<file path="src/sv/cdpwm_pkg.sv">
package cdpwm_pkg;

  // Configuration register indexes
  localparam logic [1:0] REG_MOTOR_PERIOD = 2'd0;
  localparam logic [1:0] REG_SERVO_PERIOD = 2'd1;
  localparam logic [1:0] REG_SERVO_CENTER = 2'd2;
  localparam logic [1:0] REG_INITIAL_DUTY = 2'd3;

  localparam int unsigned CFG_WIDTH = 12;

  localparam logic [CFG_WIDTH-1:0] RST_MOTOR_PERIOD = 12'd200;
  localparam logic [CFG_WIDTH-1:0] RST_SERVO_PERIOD = 12'd2000;
  localparam logic [CFG_WIDTH-1:0] RST_SERVO_CENTER = 12'd150;
  localparam logic [CFG_WIDTH-1:0] RST_INITIAL_DUTY = 12'd80;

  // Operation codes of the input channel
  localparam logic OP_TICK    = 1'b0;
  localparam logic OP_COMMAND = 1'b1;

  // Command characters
  localparam logic [7:0] CMD_DUTY_UP_FINE   = 8'h2B; // '+'
  localparam logic [7:0] CMD_DUTY_UP_COARSE = 8'h5A; // 'Z'
  localparam logic [7:0] CMD_DUTY_DN_FINE   = 8'h2D; // '-'
  localparam logic [7:0] CMD_DUTY_DN_COARSE = 8'h58; // 'X'
  localparam logic [7:0] CMD_FORWARD        = 8'h57; // 'W'
  localparam logic [7:0] CMD_REVERSE        = 8'h53; // 'S'
  localparam logic [7:0] CMD_STOP           = 8'h50; // 'P'
  localparam logic [7:0] CMD_STEER_UP       = 8'h41; // 'A'
  localparam logic [7:0] CMD_STEER_DN       = 8'h44; // 'D'
  localparam logic [7:0] CMD_STEER_CENTRE   = 8'h4F; // 'O'
  localparam logic [7:0] CMD_REINIT         = 8'h46; // 'F'
  localparam logic [7:0] CMD_FOLLOW         = 8'h42; // 'B'
  localparam logic [7:0] CMD_HIGH_BEAM      = 8'h48; // 'H'
  localparam logic [7:0] CMD_LOW_BEAM       = 8'h4C; // 'L'
  localparam logic [7:0] CMD_HORN           = 8'h51; // 'Q'
  localparam logic [7:0] CMD_PERIPHERAL     = 8'h63; // 'c'
  localparam logic [7:0] CMD_DIGIT_FIRST    = 8'h30; // '0'
  localparam logic [7:0] CMD_DIGIT_LAST     = 8'h37; // '7'

  localparam int unsigned DUTY_STEP_FINE   = 1;
  localparam int unsigned DUTY_STEP_COARSE = 10;

  // Drive modes
  localparam logic [1:0] MODE_INIT = 2'd0;
  localparam logic [1:0] MODE_STOP = 2'd1;
  localparam logic [1:0] MODE_FWD  = 2'd2;
  localparam logic [1:0] MODE_REV  = 2'd3;

  // Status codes
  localparam logic [1:0] STATUS_DONE    = 2'd0;
  localparam logic [1:0] STATUS_UNKNOWN = 2'd1;
  localparam logic [1:0] STATUS_TICK    = 2'd2;

  // Lamp bits
  localparam logic [3:0] LAMP_BRAKE   = 4'b0001;
  localparam logic [3:0] LAMP_REVERSE = 4'b0010;
  localparam logic [3:0] LAMP_LEFT    = 4'b0100;
  localparam logic [3:0] LAMP_RIGHT   = 4'b1000;

  // H-bridge pairs: out1/out3 drive forward, out2/out4 drive reverse
  localparam logic [3:0] BRIDGE_FWD_PAIR = 4'b0101;
  localparam logic [3:0] BRIDGE_REV_PAIR = 4'b1010;
  localparam logic [3:0] BRIDGE_ALL      = 4'b1111;

  // Accessory bits
  localparam logic [3:0] ACC_HIGH_BEAM  = 4'b0001;
  localparam logic [3:0] ACC_LOW_BEAM   = 4'b0010;
  localparam logic [3:0] ACC_HORN       = 4'b0100;
  localparam logic [3:0] ACC_PERIPHERAL = 4'b1000;

  typedef struct packed {
    logic [CFG_WIDTH-1:0] motor_period;
    logic [CFG_WIDTH-1:0] servo_period;
    logic [CFG_WIDTH-1:0] servo_center;
    logic [CFG_WIDTH-1:0] initial_duty;
  } cfg_regs_t;

  // Output latches and drive mode
  typedef struct packed {
    logic       servo_pin;
    logic [3:0] bridge;
    logic [3:0] lamp;
    logic [3:0] accessory;
    logic [7:0] custom;
    logic [1:0] mode;
  } latch_t;

  localparam latch_t LATCH_RESET = '{
    servo_pin: 1'b0,
    bridge:    BRIDGE_ALL,
    lamp:      LAMP_BRAKE,
    accessory: 4'b0000,
    custom:    8'h00,
    mode:      MODE_INIT
  };

endpackage

</file>
<file path="src/sv/cdpwm_step.sv">
// Next-state logic for one tick or one command byte.
module cdpwm_step #(
  parameter int unsigned COUNT_WIDTH = 12
) (
  input  cdpwm_pkg::cfg_regs_t   cfg,
  input  logic                   operation,
  input  logic [7:0]             command,
  input  logic [COUNT_WIDTH-1:0] duty_i,
  input  logic [COUNT_WIDTH-1:0] steer_i,
  input  logic [COUNT_WIDTH-1:0] servo_timer_i,
  input  logic [COUNT_WIDTH-1:0] motor_timer_i,
  input  cdpwm_pkg::latch_t      latch_i,
  output logic [COUNT_WIDTH-1:0] duty_o,
  output logic [COUNT_WIDTH-1:0] steer_o,
  output logic [COUNT_WIDTH-1:0] servo_timer_o,
  output logic [COUNT_WIDTH-1:0] motor_timer_o,
  output cdpwm_pkg::latch_t      latch_o,
  output logic [1:0]             status,
  output logic                   follow_request
);

  // Compare width covers both the counters and the 12-bit registers.
  localparam int unsigned CMP_W =
    ((COUNT_WIDTH > cdpwm_pkg::CFG_WIDTH) ? COUNT_WIDTH : cdpwm_pkg::CFG_WIDTH) + 1;

  logic [CMP_W-1:0]       motor_period_x;
  logic [CMP_W-1:0]       servo_period_x;
  logic [CMP_W-1:0]       center_x;
  logic [CMP_W-1:0]       init_duty_x;
  logic [CMP_W-1:0]       duty_x;
  logic [CMP_W-1:0]       steer_x;
  logic [CMP_W-1:0]       steer_new_x;
  logic [COUNT_WIDTH-1:0] center_cw;
  logic [COUNT_WIDTH-1:0] init_duty_cw;
  logic [COUNT_WIDTH-1:0] steer_new;
  logic [COUNT_WIDTH:0]   duty_up_fine;
  logic [COUNT_WIDTH:0]   duty_up_coarse;
  logic [CMP_W-1:0]       duty_dn_fine_x;
  logic [CMP_W-1:0]       duty_dn_coarse_x;
  logic [COUNT_WIDTH:0]   step_fine;
  logic [COUNT_WIDTH:0]   step_coarse;
  logic [COUNT_WIDTH-1:0] servo_t1;
  logic [COUNT_WIDTH-1:0] motor_t1;
  logic [3:0]             turn_lamps;
  logic                   steer_cmd;

  assign motor_period_x = CMP_W'(cfg.motor_period);
  assign servo_period_x = CMP_W'(cfg.servo_period);
  assign center_x       = CMP_W'(cfg.servo_center);
  assign init_duty_x    = CMP_W'(cfg.initial_duty);
  assign center_cw      = center_x[COUNT_WIDTH-1:0];
  assign init_duty_cw   = init_duty_x[COUNT_WIDTH-1:0];
  assign duty_x         = CMP_W'(duty_i);
  assign steer_x        = CMP_W'(steer_i);

  assign step_fine      = (COUNT_WIDTH+1)'(cdpwm_pkg::DUTY_STEP_FINE);
  assign step_coarse    = (COUNT_WIDTH+1)'(cdpwm_pkg::DUTY_STEP_COARSE);
  assign duty_up_fine   = {1'b0, duty_i} + step_fine;
  assign duty_up_coarse = {1'b0, duty_i} + step_coarse;
  assign duty_dn_fine_x   = duty_x - CMP_W'(cdpwm_pkg::DUTY_STEP_FINE);
  assign duty_dn_coarse_x = duty_x - CMP_W'(cdpwm_pkg::DUTY_STEP_COARSE);

  assign servo_t1 = servo_timer_i + COUNT_WIDTH'(1);
  assign motor_t1 = motor_timer_i + COUNT_WIDTH'(1);

  // Steering value after a steering command, used for the cornering lamps.
  always_comb begin
    steer_new = steer_i;
    steer_cmd = 1'b0;
    case (command)
      cdpwm_pkg::CMD_STEER_UP: begin
        steer_cmd = 1'b1;
        if ((steer_x < servo_period_x) && (steer_i != {COUNT_WIDTH{1'b1}})) begin
          steer_new = steer_i + COUNT_WIDTH'(1);
        end
      end
      cdpwm_pkg::CMD_STEER_DN: begin
        steer_cmd = 1'b1;
        if (steer_i != '0) begin
          steer_new = steer_i - COUNT_WIDTH'(1);
        end
      end
      cdpwm_pkg::CMD_STEER_CENTRE: begin
        steer_cmd = 1'b1;
        steer_new = center_cw;
      end
      default: begin
        steer_new = steer_i;
      end
    endcase
  end

  assign steer_new_x = CMP_W'(steer_new);
  assign turn_lamps  = (steer_new_x < center_x) ? cdpwm_pkg::LAMP_RIGHT :
                       (steer_new_x > center_x) ? cdpwm_pkg::LAMP_LEFT  : 4'b0000;

  always_comb begin
    duty_o         = duty_i;
    steer_o        = steer_i;
    servo_timer_o  = servo_timer_i;
    motor_timer_o  = motor_timer_i;
    latch_o        = latch_i;
    status         = cdpwm_pkg::STATUS_DONE;
    follow_request = 1'b0;

    if (operation == cdpwm_pkg::OP_TICK) begin
      status            = cdpwm_pkg::STATUS_TICK;
      latch_o.servo_pin = (servo_t1 > steer_i);
      servo_timer_o     = (CMP_W'(servo_t1) >= servo_period_x) ? '0 : servo_t1;
      if (motor_t1 <= duty_i) begin
        if (latch_i.mode == cdpwm_pkg::MODE_FWD) begin
          latch_o.bridge = latch_i.bridge | cdpwm_pkg::BRIDGE_FWD_PAIR;
        end else if (latch_i.mode == cdpwm_pkg::MODE_REV) begin
          latch_o.bridge = latch_i.bridge | cdpwm_pkg::BRIDGE_REV_PAIR;
        end
      end else begin
        if (latch_i.mode == cdpwm_pkg::MODE_FWD) begin
          latch_o.bridge = latch_i.bridge & ~cdpwm_pkg::BRIDGE_FWD_PAIR;
        end else if (latch_i.mode == cdpwm_pkg::MODE_REV) begin
          latch_o.bridge = latch_i.bridge & ~cdpwm_pkg::BRIDGE_REV_PAIR;
        end
      end
      motor_timer_o = (CMP_W'(motor_t1) >= motor_period_x) ? '0 : motor_t1;
    end else begin
      if (steer_cmd) begin
        steer_o      = steer_new;
        latch_o.lamp = (latch_i.lamp & ~(cdpwm_pkg::LAMP_LEFT | cdpwm_pkg::LAMP_RIGHT))
                       | turn_lamps;
      end
      case (command) inside
        cdpwm_pkg::CMD_DUTY_UP_FINE: begin
          if (!duty_up_fine[COUNT_WIDTH] && (CMP_W'(duty_up_fine) <= motor_period_x)) begin
            duty_o = duty_up_fine[COUNT_WIDTH-1:0];
          end
        end
        cdpwm_pkg::CMD_DUTY_UP_COARSE: begin
          if (!duty_up_coarse[COUNT_WIDTH] &&
              (CMP_W'(duty_up_coarse) <= motor_period_x)) begin
            duty_o = duty_up_coarse[COUNT_WIDTH-1:0];
          end
        end
        cdpwm_pkg::CMD_DUTY_DN_FINE: begin
          if ((duty_x >= CMP_W'(cdpwm_pkg::DUTY_STEP_FINE)) &&
              (duty_dn_fine_x <= motor_period_x)) begin
            duty_o = duty_dn_fine_x[COUNT_WIDTH-1:0];
          end
        end
        cdpwm_pkg::CMD_DUTY_DN_COARSE: begin
          if ((duty_x >= CMP_W'(cdpwm_pkg::DUTY_STEP_COARSE)) &&
              (duty_dn_coarse_x <= motor_period_x)) begin
            duty_o = duty_dn_coarse_x[COUNT_WIDTH-1:0];
          end
        end
        cdpwm_pkg::CMD_FORWARD: begin
          // Leaving reverse passes through stop, which raises every line first.
          latch_o.bridge = ((latch_i.mode == cdpwm_pkg::MODE_REV) ?
                            cdpwm_pkg::BRIDGE_ALL : latch_i.bridge)
                           & ~cdpwm_pkg::BRIDGE_REV_PAIR;
          latch_o.lamp   = latch_i.lamp & ~(cdpwm_pkg::LAMP_BRAKE | cdpwm_pkg::LAMP_REVERSE);
          latch_o.mode   = cdpwm_pkg::MODE_FWD;
        end
        cdpwm_pkg::CMD_REVERSE: begin
          latch_o.bridge = ((latch_i.mode == cdpwm_pkg::MODE_FWD) ?
                            cdpwm_pkg::BRIDGE_ALL : latch_i.bridge)
                           & ~cdpwm_pkg::BRIDGE_FWD_PAIR;
          latch_o.lamp   = (latch_i.lamp & ~cdpwm_pkg::LAMP_BRAKE) | cdpwm_pkg::LAMP_REVERSE;
          latch_o.mode   = cdpwm_pkg::MODE_REV;
        end
        cdpwm_pkg::CMD_STOP: begin
          latch_o.bridge = cdpwm_pkg::BRIDGE_ALL;
          latch_o.lamp   = (latch_i.lamp & ~cdpwm_pkg::LAMP_REVERSE) | cdpwm_pkg::LAMP_BRAKE;
          latch_o.mode   = cdpwm_pkg::MODE_STOP;
        end
        cdpwm_pkg::CMD_STEER_UP, cdpwm_pkg::CMD_STEER_DN, cdpwm_pkg::CMD_STEER_CENTRE: begin
          status = cdpwm_pkg::STATUS_DONE;
        end
        cdpwm_pkg::CMD_REINIT: begin
          duty_o        = init_duty_cw;
          steer_o       = center_cw;
          servo_timer_o = '0;
          motor_timer_o = '0;
          latch_o       = cdpwm_pkg::LATCH_RESET;
        end
        cdpwm_pkg::CMD_FOLLOW: begin
          follow_request = 1'b1;
        end
        cdpwm_pkg::CMD_HIGH_BEAM: begin
          latch_o.accessory = latch_i.accessory ^ cdpwm_pkg::ACC_HIGH_BEAM;
        end
        cdpwm_pkg::CMD_LOW_BEAM: begin
          latch_o.accessory = latch_i.accessory ^ cdpwm_pkg::ACC_LOW_BEAM;
        end
        cdpwm_pkg::CMD_HORN: begin
          latch_o.accessory = latch_i.accessory ^ cdpwm_pkg::ACC_HORN;
        end
        cdpwm_pkg::CMD_PERIPHERAL: begin
          latch_o.accessory = latch_i.accessory ^ cdpwm_pkg::ACC_PERIPHERAL;
        end
        [cdpwm_pkg::CMD_DIGIT_FIRST:cdpwm_pkg::CMD_DIGIT_LAST]: begin
          latch_o.custom = latch_i.custom ^ (8'b1 << command[2:0]);
        end
        default: begin
          status = cdpwm_pkg::STATUS_UNKNOWN;
        end
      endcase
    end
  end

endmodule

</file>
<file path="src/sv/car_drive_command_pwm_controller_top.sv">
// An input transfer reaches its result through the input register and then the result register.
// Throughput: one item per cycle while the result side keeps taking transfers.
// The next-state logic between the two registers sets that figure: it is a single pass.
// Reset (rst_n low, synchronous) restores the default configuration registers, clears
// the drive state to its power-up values and empties both pipeline registers.
module car_drive_command_pwm_controller_top #(
  parameter int unsigned COUNT_WIDTH = 12
) (
  input  logic        clk,
  input  logic        rst_n,

  input  logic        cfg_we,
  input  logic [1:0]  cfg_index,
  input  logic [11:0] cfg_data,

  input  logic        in_valid,
  output logic        in_ready,
  input  logic        in_operation,
  input  logic [7:0]  in_command,

  output logic        out_valid,
  input  logic        out_ready,
  output logic        out_servo_pwm,
  output logic [3:0]  out_bridge_lines,
  output logic [3:0]  out_lamp_bits,
  output logic [3:0]  out_accessory_bits,
  output logic [7:0]  out_custom_bits,
  output logic [1:0]  out_drive_mode,
  output logic [11:0] out_duty_now,
  output logic [11:0] out_steer_now,
  output logic [1:0]  out_status,
  output logic        out_follow_request
);

  // Width used to move counter-width values onto the fixed 12-bit result fields.
  localparam int unsigned EXT_W =
    (COUNT_WIDTH > cdpwm_pkg::CFG_WIDTH) ? COUNT_WIDTH : cdpwm_pkg::CFG_WIDTH;

  // Configuration registers. They are to be written only while the block is idle (a rule for the user
  // that the block itself does not enforce), so the next-state logic may read them directly.
  cdpwm_pkg::cfg_regs_t cfg_r;

  // Input register: holds one accepted item until the result register has room.
  logic       in_hold_valid_r;
  logic       in_hold_op_r;
  logic [7:0] in_hold_cmd_r;

  // Drive state.
  logic [COUNT_WIDTH-1:0] duty_r,        duty_nxt;
  logic [COUNT_WIDTH-1:0] steer_r,       steer_nxt;
  logic [COUNT_WIDTH-1:0] servo_timer_r, servo_timer_nxt;
  logic [COUNT_WIDTH-1:0] motor_timer_r, motor_timer_nxt;
  cdpwm_pkg::latch_t      latch_r,       latch_nxt;
  logic [1:0]             status_nxt;
  logic                   follow_nxt;

  // Result register.
  logic              out_valid_r;
  cdpwm_pkg::latch_t out_latch_r;
  logic [11:0]       out_duty_r;
  logic [11:0]       out_steer_r;
  logic [1:0]        out_status_r;
  logic              out_follow_r;

  logic [EXT_W-1:0]  duty_ext;
  logic [EXT_W-1:0]  steer_ext;
  logic [EXT_W-1:0]  init_duty_ext;
  logic [EXT_W-1:0]  center_ext;

  logic result_free;
  logic advance;

  // The result register is free when empty or when its transfer completes this cycle.
  assign result_free = !out_valid_r || out_ready;
  assign advance     = in_hold_valid_r && result_free;
  assign in_ready    = !in_hold_valid_r || result_free;

  assign init_duty_ext = EXT_W'(cdpwm_pkg::RST_INITIAL_DUTY);
  assign center_ext    = EXT_W'(cdpwm_pkg::RST_SERVO_CENTER);

  cdpwm_step #(
    .COUNT_WIDTH (COUNT_WIDTH)
  ) u_step (
    .cfg            (cfg_r),
    .operation      (in_hold_op_r),
    .command        (in_hold_cmd_r),
    .duty_i         (duty_r),
    .steer_i        (steer_r),
    .servo_timer_i  (servo_timer_r),
    .motor_timer_i  (motor_timer_r),
    .latch_i        (latch_r),
    .duty_o         (duty_nxt),
    .steer_o        (steer_nxt),
    .servo_timer_o  (servo_timer_nxt),
    .motor_timer_o  (motor_timer_nxt),
    .latch_o        (latch_nxt),
    .status         (status_nxt),
    .follow_request (follow_nxt)
  );

  assign duty_ext  = EXT_W'(duty_nxt);
  assign steer_ext = EXT_W'(steer_nxt);

  // Configuration port: one register per write, no read-back.
  always_ff @(posedge clk) begin
    if (!rst_n) begin
      cfg_r.motor_period <= cdpwm_pkg::RST_MOTOR_PERIOD;
      cfg_r.servo_period <= cdpwm_pkg::RST_SERVO_PERIOD;
      cfg_r.servo_center <= cdpwm_pkg::RST_SERVO_CENTER;
      cfg_r.initial_duty <= cdpwm_pkg::RST_INITIAL_DUTY;
    end else if (cfg_we) begin
      case (cfg_index)
        cdpwm_pkg::REG_MOTOR_PERIOD: cfg_r.motor_period <= cfg_data;
        cdpwm_pkg::REG_SERVO_PERIOD: cfg_r.servo_period <= cfg_data;
        cdpwm_pkg::REG_SERVO_CENTER: cfg_r.servo_center <= cfg_data;
        cdpwm_pkg::REG_INITIAL_DUTY: cfg_r.initial_duty <= cfg_data;
        default: cfg_r <= cfg_r;
      endcase
    end
  end

  // Input register.
  always_ff @(posedge clk) begin
    if (!rst_n) begin
      in_hold_valid_r <= 1'b0;
    end else if (in_ready) begin
      in_hold_valid_r <= in_valid;
    end
  end

  always_ff @(posedge clk) begin
    if (in_valid && in_ready) begin
      in_hold_op_r  <= in_operation;
      in_hold_cmd_r <= in_command;
    end
  end

  // Drive state advances once per item, as the item moves into the result register.
  always_ff @(posedge clk) begin
    if (!rst_n) begin
      duty_r        <= init_duty_ext[COUNT_WIDTH-1:0];
      steer_r       <= center_ext[COUNT_WIDTH-1:0];
      servo_timer_r <= '0;
      motor_timer_r <= '0;
      latch_r       <= cdpwm_pkg::LATCH_RESET;
    end else if (advance) begin
      duty_r        <= duty_nxt;
      steer_r       <= steer_nxt;
      servo_timer_r <= servo_timer_nxt;
      motor_timer_r <= motor_timer_nxt;
      latch_r       <= latch_nxt;
    end
  end

  // Result register: valid flag under reset, payload only loaded.
  always_ff @(posedge clk) begin
    if (!rst_n) begin
      out_valid_r <= 1'b0;
    end else if (advance) begin
      out_valid_r <= 1'b1;
    end else if (out_ready) begin
      out_valid_r <= 1'b0;
    end
  end

  always_ff @(posedge clk) begin
    if (advance) begin
      out_latch_r  <= latch_nxt;
      out_duty_r   <= duty_ext[11:0];
      out_steer_r  <= steer_ext[11:0];
      out_status_r <= status_nxt;
      out_follow_r <= follow_nxt;
    end
  end

  assign out_valid          = out_valid_r;
  assign out_servo_pwm      = out_latch_r.servo_pin;
  assign out_bridge_lines   = out_latch_r.bridge;
  assign out_lamp_bits      = out_latch_r.lamp;
  assign out_accessory_bits = out_latch_r.accessory;
  assign out_custom_bits    = out_latch_r.custom;
  assign out_drive_mode     = out_latch_r.mode;
  assign out_duty_now       = out_duty_r;
  assign out_steer_now      = out_steer_r;
  assign out_status         = out_status_r;
  assign out_follow_request = out_follow_r;

endmodule

</file>
<file path="config.mk">
export PLATFORM = sky130hd
export DESIGN_NAME = car_drive_command_pwm_controller_top
export DESIGN_NICKNAME = d
export VERILOG_FILES = /design/src/sv/cdpwm_pkg.sv /design/src/sv/cdpwm_step.sv /design/src/sv/car_drive_command_pwm_controller_top.sv
export SDC_FILE = /design/constraint.sdc
export NUM_CORES = 1
export LEC_CHECK = 0
export ABC_AREA = 1
export BUFFER_PORTS_ARGS = -buffer_cell sky130_fd_sc_hd__buf_4
export CORE_MARGIN = 2
export CORE_UTILIZATION = 45
export DETAILED_ROUTE_END_ITERATION = 7
export SLEW_MARGIN = 10
export SYNTH_ARGS = -nofsm -noshare
export SYNTH_HDL_FRONTEND = slang
export SYNTH_SLANG_ARGS = --single-unit
</file>
<file path="constraint.sdc">
create_clock -name clk -period 7.7 [get_ports clk]
set_clock_uncertainty 0.1 [all_clocks]
set_input_delay 1.54 -clock clk [delete_from_list [all_inputs] [get_ports clk]]
set_output_delay 1.54 -clock clk [all_outputs]
set_load 0.01 [all_outputs]
</file>
==> results.py <==
metrics = {
    "clocking": {
        "cts_root_buf": "clkbuf_16",
        "cts_tree": "done",
        "cts_buffers": 17,
        "cts-resized-gates": 0,
        "clock_sinks": 180,
        "clkTransAtPathRegs_ps": 70,
        "ctsLongestPathBuffers": 2,
        "cts_setup_buffers": 0,
        "htree_levels": 4,
        "insertion_delay_ps": 450,
        "ctsHoldBuffers": 0,
    },
    "timing": {
        "tns_ps": 0,
        "hold_slack_ps": 378,
        "worst_pin_slew_ps": 995,
        "fmax_mhz": 232,
        "finalMaxSlewViolations": 0,
        "slew_headroom_pct": 33.3,
        "setup_violations": 0,
        "min_period_ps": 4320,
        "finalCritPeriodShare_pct": 56.1,
        "rsz0062_at_grt": "false",
        "hold_viol_final": 0,
    },
    "floorplanning": {
        "die_area_um2": 31700,
        "die_width_um": 178,
        "core-area_um2": 29700,
        "io_pins": 80,
        "row_count": 63,
        "die_h_um": 178,
        "initial_utilization_pct": 45.9,
    },
    "setup_path": {
        "rrSetupSlack_ps": 3380,
        "cp-end-kind": "flip-flop",
        "rr_worst_depth": 24,
        "critPathLaunch": "duty_r[0]$_SDFFE_PN0P_",
        "crit-reg2reg-launch": "duty_r[0]$_SDFFE_PN0P_",
        "cp_slowest_cell": "dfxtp_1",
        "timing.rr.end": "out_duty_now[11]$_DFFE_PP_",
        "path_class": "reg2reg",
        "cpLargestDelayFamily": "simple AND/OR/NAND/NOR gates",
        "cpPeakStageDelay_ps": 750,
        "crit_arrival_ps": 4420,
        "crit_top_cell": "nand2_1",
        "crit_buf_inv": 5,
        "path_max_fanout": 20,
        "start_kind": "flip-flop",
        "cp.required_ps": 7800,
        "crit_chain": "inv_1 -> ha_1 -> nand2_1 -> nor2_1 -> inv_1 -> nor2_1 -> xor2_1 -> inv_1 -> ha_1 -> a21o_1 -> o21ai_0 -> nand2_1 -> nand2_1 -> nand3_1 -> nand2_1 -> nand2_1 -> nand2_1 -> nand3_1 -> nand2_1 -> inv_1 -> nand2_1 -> nand3_1 -> nand2_1 -> inv_1",
    },
    "global_routing": {
        "grt_pass1_wl_mm": 66.1,
        "grt_pass1_vias": 12200,
        "grt.total_usage_pct": 26.9,
        "grt_antenna_before_repair": 0,
        "overflow": 0,
        "grt_max_degree": 59,
    },
    "placement": {
        "hpwlAfterDp_mm": 31.4,
        "portBuffers": 79,
        "gp_congestion": 0.953,
    },
    "cells_and_area": {
        "layout.nets": 2115,
        "layout-drive-gt1-share_pct": 9.58,
        "diodes": 0,
        "syn2layout_area_growth_pct": 9.48,
    },
    "route": {
        "drc_errors": 0,
        "post_drt_wl_per_cell_um": 17.9,
        "viasPerCell": 5.52,
        "num_vias": 13000,
        "dr.pass1.iters": 5,
        "antenna_left": 0,
        "totalWireLength_mm": 42.2,
        "drt_iter0_drc": 1038,
    },
    "pwr": {
        "intPower_w": 0.00168,
        "cellLeakagePower_nw": 7.05,
        "p_per_area_nw_per_um2": 169,
        "pwr-share-seq_pct": 43.0,
        "p_sw_w": 0.000847,
        "combPwrFrac_pct": 23.5,
        "clockPowerShare_pct": 33.5,
        "ir_worst_vdd_v": 0.000155,
        "p_sw_share_pct": 33.5,
    },
    "synthesis": {
        "synthesis.area_um2": 13600,
        "syn_avg_cell_area_um2": 7.05,
        "ys_ff_latch": 180,
        "ys_warn_count": 0,
        "ys_seq_area_share_pct": 30.8,
        "synth_edf_count": 59,
        "ys.flop_type": "dfxtp_1",
        "syn_inst": 1934,
        "syn_nets": 2090,
        "async_flop_share_pct": 0,
        "yosys.cell_types.count": 57,
    },
    "min_path": {
        "hp-start": "latch_r[14]$_SDFFE_PN1P_",
        "hold_depth": 2,
        "worstHoldEndpoint": "latch_r[14]$_SDFFE_PN1P_",
        "hp-class": "reg2reg",
    },
    "run": {
        "max-cap-violations": 0,
    },
    "status": {
        "status": "complete, no violations",
    },
}
-- power groups by stage --
stage	logic (W)	clock network, W	registers [W]
global route	0.000668	0.000905	0.00109
finish	0.000594	0.000846	0.00109
global placement	0.000575	0	0.00111
CTS	0.000588	0.000860	0.00109
detailed placement	0.000584	0	0.00111
floorplan	0.000435	0	0.00109
-- registers in the layout, indices dropped and copies added (netlist names), 4 cells and up --
register	flops
motor_timer_r	12
out_lamp_bits	4
out_bridge_lines	4
steer_r	12
out_custom_bits	8
latch_r	23
out_duty_now	12
out_accessory_bits	4
servo_timer_r	12
duty_r	12
out_steer_now	12
cfg_r	48
in_hold_cmd_r	8
-- cell usage after synthesis (2+ instances only) --
cell	number	share of area, %
nand2_1	419	12
inv_1	231	6.4
a21oi_1	170	6.2
nand3_1	163	6.0
nor2_1	144	4.0
ha_1	128	12
dfxtp_1	121	18
o21ai_0	111	4.1
edfxtp_1	59	13
xor2_1	59	3.8
clkbuf_1	42	1.2
nand4_1	32	1.5
o211ai_1	27	1.5
buf_2	25	0.92
nor3_1	24	0.88
inv_2	23	0.63
o21ai_1	23	0.84
o22ai_1	13	0.60
nor3_2	10	0.73
buf_6	8	0.66
nand3b_1	8	0.44
xnor2_1	8	0.51
nand2_2	7	0.32
clkinv_1	6	0.17
nor2_2	6	0.28
o21a_1	6	0.33
o21bai_1	5	0.28
a32oi_1	4	0.26
nor3_4	4	0.48
o21bai_2	4	0.33
a211oi_1	3	0.17
a31oi_1	3	0.14
buf_1	3	0.083
nor2_4	3	0.25
nor3b_2	3	0.28
nor4_1	3	0.14
buf_4	2	0.11
nand2_4	2	0.17
nand3_2	2	0.15
o2111ai_1	2	0.13
o21ai_2	2	0.13
-- per-layer routing --
| layer | part of all wire (%) | global-route usage, % | up-vias |
|---|---|---|---|
| met1 | 46 | 36.2 | 6090 |
| met4 | 3.0 | 9.87 | 0 |
| met3 | 4.9 | 3.37 | 75 |
| li1 | - | - | 6491 |
| met5 | 0 | 0 | - |
| met2 | 46 | 44.3 | 373 |
-- through the flow --
stage                     power [W]  cells  cell area [um2]  worst slack, ps  utilization (%)
after floorplan             0.00152   1934            13600             4340                -
after global placement      0.00168   2330            14400             3170             48.3
after detailed placement    0.00169   2330            14400             3150             48.3
after CTS                   0.00253   2362            14900             3450             50.2
after global routing        0.00266   2362            14900             3050             50.2
final                       0.00253   2362            14900             3380             50.2
-- tightest hold or removal path: stages (launching register included) --
cell and delay (ps):
dfxtp_1 330, a21oi_1 60, nand2_1 60
-- logic make-up after synthesis --
logic type                 share of synthesized area (%)
AOI/OAI and AO/OA                                   15.6
and+or+nand+nor                                     27.5
adders and majority gates                           11.8
xor gates and xnor gates                            4.31
DFF                                                 30.8
buffers and inverters                               10.1
-- cells in the final DEF, fill, tap and decap left out, types with 17 or more instances in the layout --
cell / Yosys / layout
inv_2: 23 / 24
o211ai_1: 27 / 27
nor2_1: 144 / 144
ha_1: 128 / 128
a21oi_1: 170 / 170
inv_1: 231 / 230
nor3_1: 24 / 24
clkbuf_16: 0 / 17
nand3_1: 163 / 163
o21ai_1: 23 / 23
edfxtp_1: 59 / 59
xor2_1: 59 / 59
o21ai_0: 111 / 111
buf_4: 2 / 86
nand2_1: 419 / 418
dfxtp_1: 121 / 121
nand4_1: 32 / 32
-- cell type report --
class                   count  area [um2]
clock inverters            14         125
fillers                  2989       14800
flip-flops and latches    180        4190
well taps                 390         488
clock buffers              18         429
repair buffers             86         646
multi-input cells        1413        8060
inverters                 261         983
-- worst max path at each step --
stage,to,slack [ps],cells after the start
CTS,out_duty_now[11]$_DFFE_PP_,3450,24
floorplan,in_ready,4340,2
global placement,servo_timer_r[0]$_SDFFE_PN0P_,3170,9
global route,out_duty_now[2]$_DFFE_PP_,3050,21
detailed placement,motor_timer_r[2]$_SDFFE_PN0P_,3150,9
finish,out_duty_now[11]$_DFFE_PP_,3380,24
Note: power is estimated with default switching activity, not from simulation.
